==> src/hdl/etbd_pkg.sv <==
package etbd_pkg;

	// reset value of the holdoff register
	localparam logic [7:0] HOLDOFF_RESET = 8'd10;
	// trigger byte above this marks the idle line as on
	localparam logic [7:0] ON_THRESHOLD  = 8'd128;
	// cable decode constants
	localparam logic [7:0] CODE_MASK     = 8'h3c;
	localparam logic [7:0] IDLE_OFFSET   = 8'd3;

	// one input frame
	typedef struct packed {
		logic [7:0] trigger_byte;
		logic [7:0] button_byte;
		logic       last_frame;
	} item_t;

	// one result
	typedef struct packed {
		logic [31:0]       frame_index;
		logic              trigger_seen;
		logic signed [7:0] trigger_code;
		logic              button_seen;
	} result_t;

	// cable formula, all arithmetic modulo 256
	function automatic logic signed [7:0] decode_code(input logic [7:0] t,
			input logic [7:0] idle);
		logic [7:0] a;
		logic [7:0] r;
		a = (t - (idle - IDLE_OFFSET)) & CODE_MASK;
		r = (a << 1) - t + idle;
		return $signed(r);
	endfunction

endpackage

==> src/hdl/etbd_in_if.sv <==
interface etbd_in_if;
	logic       valid;
	logic       ready;
	logic [7:0] trigger_byte;
	logic [7:0] button_byte;
	logic       last_frame;

	modport source(output valid, output trigger_byte, output button_byte,
		output last_frame, input ready);
	modport sink(input valid, input trigger_byte, input button_byte,
		input last_frame, output ready);
endinterface

==> src/hdl/etbd_out_if.sv <==
interface etbd_out_if;
	logic              valid;
	logic              ready;
	logic [31:0]       frame_index;
	logic              trigger_seen;
	logic signed [7:0] trigger_code;
	logic              button_seen;

	modport source(output valid, output frame_index, output trigger_seen,
		output trigger_code, output button_seen, input ready);
	modport sink(input valid, input frame_index, input trigger_seen,
		input trigger_code, input button_seen, output ready);
endinterface

==> src/hdl/eeg_trigger_and_button_detector_core.sv <==
// EEG trigger and push-button event detector.
// Input channel in_ch carries one sampled frame per item: trigger byte,
// button byte and a last-frame mark. Output channel out_ch returns exactly
// one result per item: frame index, trigger onset flag with decoded code,
// and an accepted button press flag. Both channels use valid/ready; an item
// moves when both are high.
// From input acceptance to a valid result, an item passes one input register,
// then detection logic against the recording state, then the result register.
// Throughput is one item per cycle while the receiver does not stall; the state
// is updated in the same cycle an item leaves the input register.
// cfg_we/cfg_wdata write the holdoff frame count; write it only while
// the block is idle.
// Reset clears the recording state and both valid flags, and sets the holdoff
// to 10 frames; the block is ready in the first cycle after reset.
// When the receiver stalls, the result waits in the output register and one
// more item is taken into the input register; the input then stalls.
// A frame marked last returns the recording state to its reset values.
module eeg_trigger_and_button_detector_core #(
	parameter int FRAME_BITS = 32
) (
	input  logic       clk,
	input  logic       arst_n,
	input  logic       cfg_we,
	input  logic [7:0] cfg_wdata,
	etbd_in_if.sink    in_ch,
	etbd_out_if.source out_ch
);
	import etbd_pkg::*;

	logic [7:0] holdoff_frames_q;
	logic       valid_s1;
	item_t      item_s1;
	logic       out_valid_q;
	result_t    res_q;
	result_t    res;
	logic       advance;
	logic       in_ready;

	// holdoff register
	always_ff @(posedge clk or negedge arst_n) begin
		if (!arst_n) begin
			holdoff_frames_q <= HOLDOFF_RESET;
		end else if (cfg_we) begin
			holdoff_frames_q <= cfg_wdata;
		end
	end

	// flow control
	assign advance  = valid_s1 && (!out_valid_q || out_ch.ready);
	assign in_ready = !valid_s1 || advance;
	assign in_ch.ready = in_ready;

	// input register
	always_ff @(posedge clk or negedge arst_n) begin
		if (!arst_n) begin
			valid_s1 <= 1'b0;
		end else if (in_ready) begin
			valid_s1 <= in_ch.valid;
		end
	end

	always_ff @(posedge clk) begin
		if (in_ready && in_ch.valid) begin
			item_s1.trigger_byte <= in_ch.trigger_byte;
			item_s1.button_byte  <= in_ch.button_byte;
			item_s1.last_frame   <= in_ch.last_frame;
		end
	end

	// detection against recording state
	etbd_detect #(
		.FRAME_BITS(FRAME_BITS)
	) u_detect (
		.clk     (clk),
		.arst_n  (arst_n),
		.advance (advance),
		.item    (item_s1),
		.holdoff (holdoff_frames_q),
		.res     (res)
	);

	// result register
	always_ff @(posedge clk or negedge arst_n) begin
		if (!arst_n) begin
			out_valid_q <= 1'b0;
		end else if (advance) begin
			out_valid_q <= 1'b1;
		end else if (out_ch.ready) begin
			out_valid_q <= 1'b0;
		end
	end

	always_ff @(posedge clk) begin
		if (advance) begin
			res_q <= res;
		end
	end

	assign out_ch.valid        = out_valid_q;
	assign out_ch.frame_index  = res_q.frame_index;
	assign out_ch.trigger_seen = res_q.trigger_seen;
	assign out_ch.trigger_code = res_q.trigger_code;
	assign out_ch.button_seen  = res_q.button_seen;

`ifndef NO_ASSERTIONS
	// a held item in the input register is never dropped
	a_s1_kept: assert property (@(posedge clk) disable iff (!arst_n)
		valid_s1 && !advance |=> valid_s1)
		else $error("input item lost while stalled");

	// a stalled result is never overwritten
	a_res_kept: assert property (@(posedge clk) disable iff (!arst_n)
		out_valid_q && !out_ch.ready |-> !advance)
		else $error("result overwritten while stalled");

	// code is zero unless a trigger onset is reported
	a_code_zero: assert property (@(posedge clk) disable iff (!arst_n)
		out_valid_q && !res_q.trigger_seen |-> res_q.trigger_code == 8'sd0)
		else $error("trigger code set without onset");
`endif
endmodule

==> src/hdl/etbd_detect.sv <==
module etbd_detect #(
	parameter int FRAME_BITS = 32
) (
	input  logic             clk,
	input  logic             arst_n,
	input  logic             advance,
	input  etbd_pkg::item_t  item,
	input  logic [7:0]       holdoff,
	output etbd_pkg::result_t res
);
	import etbd_pkg::*;

	logic [FRAME_BITS-1:0] frame_counter_q;
	logic [FRAME_BITS-1:0] last_change_frame_q;
	logic [7:0]            idle_code_q;
	logic [7:0]            prev_button_q;
	logic                  started_q;
	logic                  prev_trigger_on_q;
	logic                  button_held_q;
	logic                  change_recorded_q;

	logic                  trig_on;
	logic                  trig_seen;
	logic                  btn_change;
	logic [FRAME_BITS-1:0] change_gap;
	logic                  holdoff_ok;
	logic                  btn_seen;

	// trigger onset and button change detection
	always_comb begin
		trig_on    = item.trigger_byte != idle_code_q;
		trig_seen  = started_q && trig_on && !prev_trigger_on_q;
		btn_change = item.button_byte != prev_button_q;
		change_gap = frame_counter_q - last_change_frame_q;
		holdoff_ok = !change_recorded_q || (change_gap > FRAME_BITS'(holdoff));
		btn_seen   = started_q && btn_change && !button_held_q && holdoff_ok;
	end

	// result for the current item
	always_comb begin
		res.frame_index  = 32'(frame_counter_q);
		res.trigger_seen = trig_seen;
		res.trigger_code = trig_seen ? decode_code(item.trigger_byte, idle_code_q) : '0;
		res.button_seen  = btn_seen;
	end

	// recording state
	always_ff @(posedge clk or negedge arst_n) begin
		if (!arst_n) begin
			frame_counter_q     <= '0;
			last_change_frame_q <= '0;
			idle_code_q         <= '0;
			prev_button_q       <= '0;
			started_q           <= 1'b0;
			prev_trigger_on_q   <= 1'b0;
			button_held_q       <= 1'b0;
			change_recorded_q   <= 1'b0;
		end else if (advance) begin
			if (item.last_frame) begin
				frame_counter_q     <= '0;
				last_change_frame_q <= '0;
				idle_code_q         <= '0;
				prev_button_q       <= '0;
				started_q           <= 1'b0;
				prev_trigger_on_q   <= 1'b0;
				button_held_q       <= 1'b0;
				change_recorded_q   <= 1'b0;
			end else begin
				frame_counter_q <= frame_counter_q + FRAME_BITS'(1);
				prev_button_q   <= item.button_byte;
				if (!started_q) begin
					started_q         <= 1'b1;
					idle_code_q       <= item.trigger_byte;
					prev_trigger_on_q <= item.trigger_byte > ON_THRESHOLD;
				end else begin
					prev_trigger_on_q <= trig_on;
					if (btn_change) begin
						if (!button_held_q) begin
							button_held_q       <= holdoff_ok;
							last_change_frame_q <= frame_counter_q;
							change_recorded_q   <= 1'b1;
						end
					end else begin
						button_held_q <= 1'b0;
					end
				end
			end
		end
	end

`ifndef NO_ASSERTIONS
	// the last frame of a recording rewinds to the first-frame state
	a_last_rewinds: assert property (@(posedge clk) disable iff (!arst_n)
		advance && item.last_frame |=> !started_q && frame_counter_q == '0)
		else $error("state not cleared after last frame");

	// an accepted press blocks further presses until released
	a_press_holds: assert property (@(posedge clk) disable iff (!arst_n)
		advance && !item.last_frame && btn_seen |=> button_held_q)
		else $error("button not held after accepted press");

	// the first frame of a recording reports no event
	a_first_quiet: assert property (@(posedge clk) disable iff (!arst_n)
		advance && !started_q |-> !res.trigger_seen && !res.button_seen)
		else $error("event reported on first frame");
`endif
endmodule
==> src/flat_wrapper.sv <==
// flat-port wrapper written by rule: the top's interface ports become plain ports
module eeg_trigger_and_button_detector_core_flat import etbd_pkg::*;
#(
	parameter int FRAME_BITS = 32
)
  (clk, arst_n, cfg_we, cfg_wdata, in_ch_valid, in_ch_trigger_byte, in_ch_button_byte, in_ch_last_frame, in_ch_ready, out_ch_valid, out_ch_frame_index, out_ch_trigger_seen, out_ch_trigger_code, out_ch_button_seen, out_ch_ready);
  etbd_in_if in_ch_i ();
  etbd_out_if out_ch_i ();
  input  logic clk;
  input  logic arst_n;
  input  logic cfg_we;
  input  logic [7:0] cfg_wdata;
  input wire logic [$bits(in_ch_i.valid)-1:0] in_ch_valid;
  input wire logic [$bits(in_ch_i.trigger_byte)-1:0] in_ch_trigger_byte;
  input wire logic [$bits(in_ch_i.button_byte)-1:0] in_ch_button_byte;
  input wire logic [$bits(in_ch_i.last_frame)-1:0] in_ch_last_frame;
  output wire logic [$bits(in_ch_i.ready)-1:0] in_ch_ready;
  output wire logic [$bits(out_ch_i.valid)-1:0] out_ch_valid;
  output wire logic [$bits(out_ch_i.frame_index)-1:0] out_ch_frame_index;
  output wire logic [$bits(out_ch_i.trigger_seen)-1:0] out_ch_trigger_seen;
  output wire logic [$bits(out_ch_i.trigger_code)-1:0] out_ch_trigger_code;
  output wire logic [$bits(out_ch_i.button_seen)-1:0] out_ch_button_seen;
  input wire logic [$bits(out_ch_i.ready)-1:0] out_ch_ready;
  assign in_ch_i.valid = in_ch_valid;
  assign in_ch_i.trigger_byte = in_ch_trigger_byte;
  assign in_ch_i.button_byte = in_ch_button_byte;
  assign in_ch_i.last_frame = in_ch_last_frame;
  assign in_ch_ready = in_ch_i.ready;
  assign out_ch_valid = out_ch_i.valid;
  assign out_ch_frame_index = out_ch_i.frame_index;
  assign out_ch_trigger_seen = out_ch_i.trigger_seen;
  assign out_ch_trigger_code = out_ch_i.trigger_code;
  assign out_ch_button_seen = out_ch_i.button_seen;
  assign out_ch_i.ready = out_ch_ready;
  eeg_trigger_and_button_detector_core #(.FRAME_BITS(FRAME_BITS)) u_core (.clk(clk), .arst_n(arst_n), .cfg_we(cfg_we), .cfg_wdata(cfg_wdata), .in_ch(in_ch_i), .out_ch(out_ch_i));
endmodule
==> config.mk <==
export PLATFORM = sky130hd
export DESIGN_NAME = eeg_trigger_and_button_detector_core_flat
export DESIGN_NICKNAME = d
export VERILOG_FILES = /design/src/hdl/etbd_pkg.sv /design/src/hdl/etbd_in_if.sv /design/src/hdl/etbd_out_if.sv /design/src/hdl/eeg_trigger_and_button_detector_core.sv /design/src/hdl/etbd_detect.sv /design/src/flat_wrapper.sv
export SDC_FILE = /design/constraint.sdc
export NUM_CORES = 1
export LEC_CHECK = 0
export ABC_AREA = 1
export BUFFER_PORTS_ARGS = -buffer_cell sky130_fd_sc_hd__buf_2
export CORE_ASPECT_RATIO = 1.5
export CORE_MARGIN = 5
export CORE_UTILIZATION = 62
export DETAILED_ROUTE_END_ITERATION = 10
export GPL_ROUTABILITY_DRIVEN = 1
export MAX_ROUTING_LAYER = met4
export PLACE_DENSITY = 0.82
export RECOVER_POWER = 50
export SKIP_CTS_REPAIR_TIMING = 1
export SYNTH_ARGS = -nofsm -noshare
export SYNTH_HDL_FRONTEND = slang
export SYNTH_SLANG_ARGS = --single-unit
==> constraint.sdc <==
create_clock -name clk -period 6.5 [get_ports clk]
set_input_delay 0.325 -clock clk [delete_from_list [all_inputs] [get_ports clk]]
set_output_delay 0.325 -clock clk [all_outputs]
set_load 0.05 [all_outputs]
==> flow_summary.json <==
{
  "cp-start-kind": "flip-flop",
  "crit_chain": "inv_1 -> ha_1 -> fa_1 -> inv_1 -> fa_1 -> ha_1 -> a21oi_1 -> inv_1 -> a31oi_1 -> inv_1 -> nand2_1 -> inv_1 -> o21ai_0 -> nand2_1 -> o21ai_0 -> a21oi_1",
  "fmax_mhz": 287,
  "whs_path_depth": 1,
  "status": "finished with violations",
  "fin_tns_setup_ns": 0,
  "wirelength_um": 23200,
  "grtUsageMet1_pct": 30.8,
  "arrival_ns": 3.66,
  "antenna_found_initial": 0,
  "crit_type": "flip-flop to flip-flop",
  "synth_ff_type": "dfrtp_1",
  "holdPathEnd": "u_core.item_s1[8]",
  "vdd_drop_max_uv": 215,
  "dr.pass1.iters": 5,
  "ff2ff_path_depth": 16,
  "leakagePower_nw": 5.25,
  "ys_seq_area_share_pct": 43.3,
  "max_stage_delay_ns": 0.57,
  "layout_common_cells": "325 x nand2_1, 230 x inv_1, 92 x dfrtp_1",
  "fin_util_pct": 70.5,
  "hp-start": "in_ch_button_byte[7]",
  "viasPerCell": 5.46,
  "cts-htree-levels": 4,
  "drive_above_1_share_pct": 7.21,
  "root_buffer": "clkbuf_16",
  "grt_pass1_wl_um": 39200,
  "nets": 1383,
  "min_period_ns": 3.49,
  "final_hold_viol_count": 0,
  "diodes": 0,
  "synth_seq_cells": 153,
  "finalCritPeriodShare_pct": 53.7,
  "coreArea_mm2": 0.0151,
  "grt_usage_pct": 27.6,
  "p_int_mw": 2.10,
  "cp_common_cell": "inv_1",
  "cp_data_required_time_ns": 6.67,
  "reg2reg_from": "u_core.item_s1[11]",
  "max_cap_violations": 1,
  "hold_path_class": "input pin to flip-flop",
  "drcViolationCount": 0,
  "r2r_setup_slack_ns": 3.01,
  "portBuffers": 73,
  "crit_path_top_delay_cell": "fa_1",
  "grt_max_degree": 65,
  "initial_core_util_pct": 63.2,
  "numCtsBuffers": 17,
  "syn_area_per_cell_um2": 7.87,
  "grt_pass1_vias": 8478,
  "slew_violations": 39,
  "use_met2_pct": 49.2,
  "maxSlewHeadroom_pct": -42.3,
  "drt_iter0_markers": 608,
  "wire_per_inst_um": 15.5,
  "grt_use_met3_pct": 3.21,
  "skew_ns": 0.0117,
  "cts_buffer_depth": 2,
  "worst_pin_slew_ns": 2.13,
  "rr_endpoint": "u_core.out_ch.trigger_code[6]",
  "layout_commonest_cell": "nand2_1",
  "switchingPower_mw": 1.47,
  "place_hpwl_um": 17400,
  "async_flop_share_pct": 61.4,
  "cts_sinks": 153,
  "setup_viol": 0,
  "rsz0062_at_grt": "no",
  "seq_power_share_pct": 33.3,
  "cp_max_fo": 5,
  "p_sw_share_pct": 41.3,
  "place_congestion": 0.978,
  "synth_top_cell_by_area": "dfrtp_1",
  "fp.dieW_um": 111,
  "p_comb_share_pct": 40.5,
  "num_vias": 8205,
  "floorplan.rows": 55,
  "top_usage_layer": "met2",
  "synthesis.nets": 1303,
  "syn_to_final_growth_pct": 11.6,
  "clk_latency_ns": 0.43,
  "synth_top_area_share_pct": 24.2,
  "grt-ovfl-total": 0,
  "postRouteAntennaNets": 0,
  "die_h_um": 162,
  "violations": "max-capacitance violations, max-slew violations",
  "ys_types": 49,
  "clk_pin_slew_ns": 0.07,
  "clock_power_share_pct": 26.2,
  "syn_inst": 1210,
  "endpoint_kind": "flip-flop",
  "num_io_pins": 74,
  "power_density_mw_per_mm2": 336,
  "ys.warnings.count": 0,
  "cts_tree": "yes",
  "synth_area_mm2": 0.00952,
  "dieArea_mm2": 0.0180,
  "synth_edf_count": 59,
  "synth.area.top_cells": "dfrtp_1 24%, edfxtp_1 19%, nand2_1 13%, inv_1 9.1%, ha_1 7.4%"
}
-- cells by family (layout without fill, tap and decap cells) --
kind of cell / Yosys count / count (layout) / share of synthesized area, %
adder cells (fa/ha/maj): 63 / 63 / 8.83
AND/OR/NAND/NOR: 552 / 552 / 25.2
XOR/XNOR: 40 / 40 / 3.68
buffers and inverters: 254 / 347 / 10.1
multiplexers: 1 / 1 / 0.118
flip-flops: 153 / 153 / 43.3
AO/OA/AOI/OAI: 147 / 147 / 8.78
-- synthesized netlist by cell type, types with 13 or more instances --
library cell and instances:
nand2_1 325, inv_1 231, dfrtp_1 92, nand3_1 81, nor2_1 78, o21ai_0 64
edfxtp_1 59, ha_1 56, a21oi_1 38, xor2_1 27, o22ai_1 21, nor3_1 18
nand4_1 17, clkbuf_1 13, xnor2_1 13
-- critical path, delay by kind of cell, from the launching register on --
family,cells,cell delay (ns)
fa+ha+maj,4,1.69
compound gates,5,0.71
simple gates,2,0.15
flops,1,0.36
buf+inv,5,0.32
-- worst max-delay path by stage --
stage | cells past startpoint | end | slack, ns | startpoint
floorplan | 15 | u_core.out_ch.trigger_code[6] | 3.33 | u_core.u_detect.idle_code_q[2]
global route | 16 | u_core.out_ch.trigger_code[6] | 2.76 | u_core.item_s1[11]
finish | 16 | u_core.out_ch.trigger_code[6] | 3.01 | u_core.item_s1[11]
global placement | 15 | u_core.out_ch.trigger_code[6] | 3.23 | u_core.u_detect.idle_code_q[2]
CTS | 16 | u_core.out_ch.trigger_code[6] | 3.02 | u_core.item_s1[11]
detailed placement | 16 | u_core.out_ch.trigger_code[6] | 3.11 | u_core.item_s1[11]
-- power by group through the flow --
stage	Combinational (mW)	Sequential (mW)	Clock (mW)
after floorplan	0.934	1.35	0
after global placement	1.41	1.20	0
after detailed placement	1.45	1.20	0
after CTS	1.46	1.19	0.949
after global routing	1.64	1.20	0.997
final	1.45	1.19	0.937
-- cell type report --
type,count,area [µm²]
fillers,1183,4450
multi-input cells,803,4440
flip-flops and latches,153,4130
inverters,236,886
clock buffers,17,425
repair buffers,79,357
well taps,199,249
clock inverters,15,140
-- stage by stage --
step	setup slack [ns]	cell area [µm²]	hold WS (ns)	cells	total power, mW
final	3.01	10600	0.0689	1502	3.57
after global placement	3.23	10100	0.324	1469	2.61
after CTS	3.02	10700	-0.132	1501	3.59
after detailed placement	3.11	10100	0.323	1469	2.65
after floorplan	3.33	9520	0.0294	1210	2.28
after global routing	2.76	10600	0.0576	1502	3.83
-- registers in the layout, indices dropped and copies added (netlist names) --
register                             cells
u_core.out_ch.frame_index               32
u_core.u_detect.frame_counter_q         32
u_core.u_detect.last_change_frame_q     32
u_core.item_s1                          17
u_core.holdoff_frames_q                  8
u_core.out_ch.trigger_code               8
u_core.u_detect.idle_code_q              8
u_core.u_detect.prev_button_q            8
u_core.out_ch.button_seen                1
u_core.out_ch.trigger_seen               1
u_core.out_ch.valid                      1
u_core.u_detect.button_held_q            1
u_core.u_detect.change_recorded_q        1
u_core.u_detect.prev_trigger_on_q        1
u_core.u_detect.started_q                1
u_core.valid_s1                          1
-- layer usage --
metal	wire length, µm	vias up
li1	-	4055
met1	8890	3804
met2	12400	274
met3	979	72
met4	947	0
met5	0	-
Note: power is estimated with default switching activity, not from simulation.
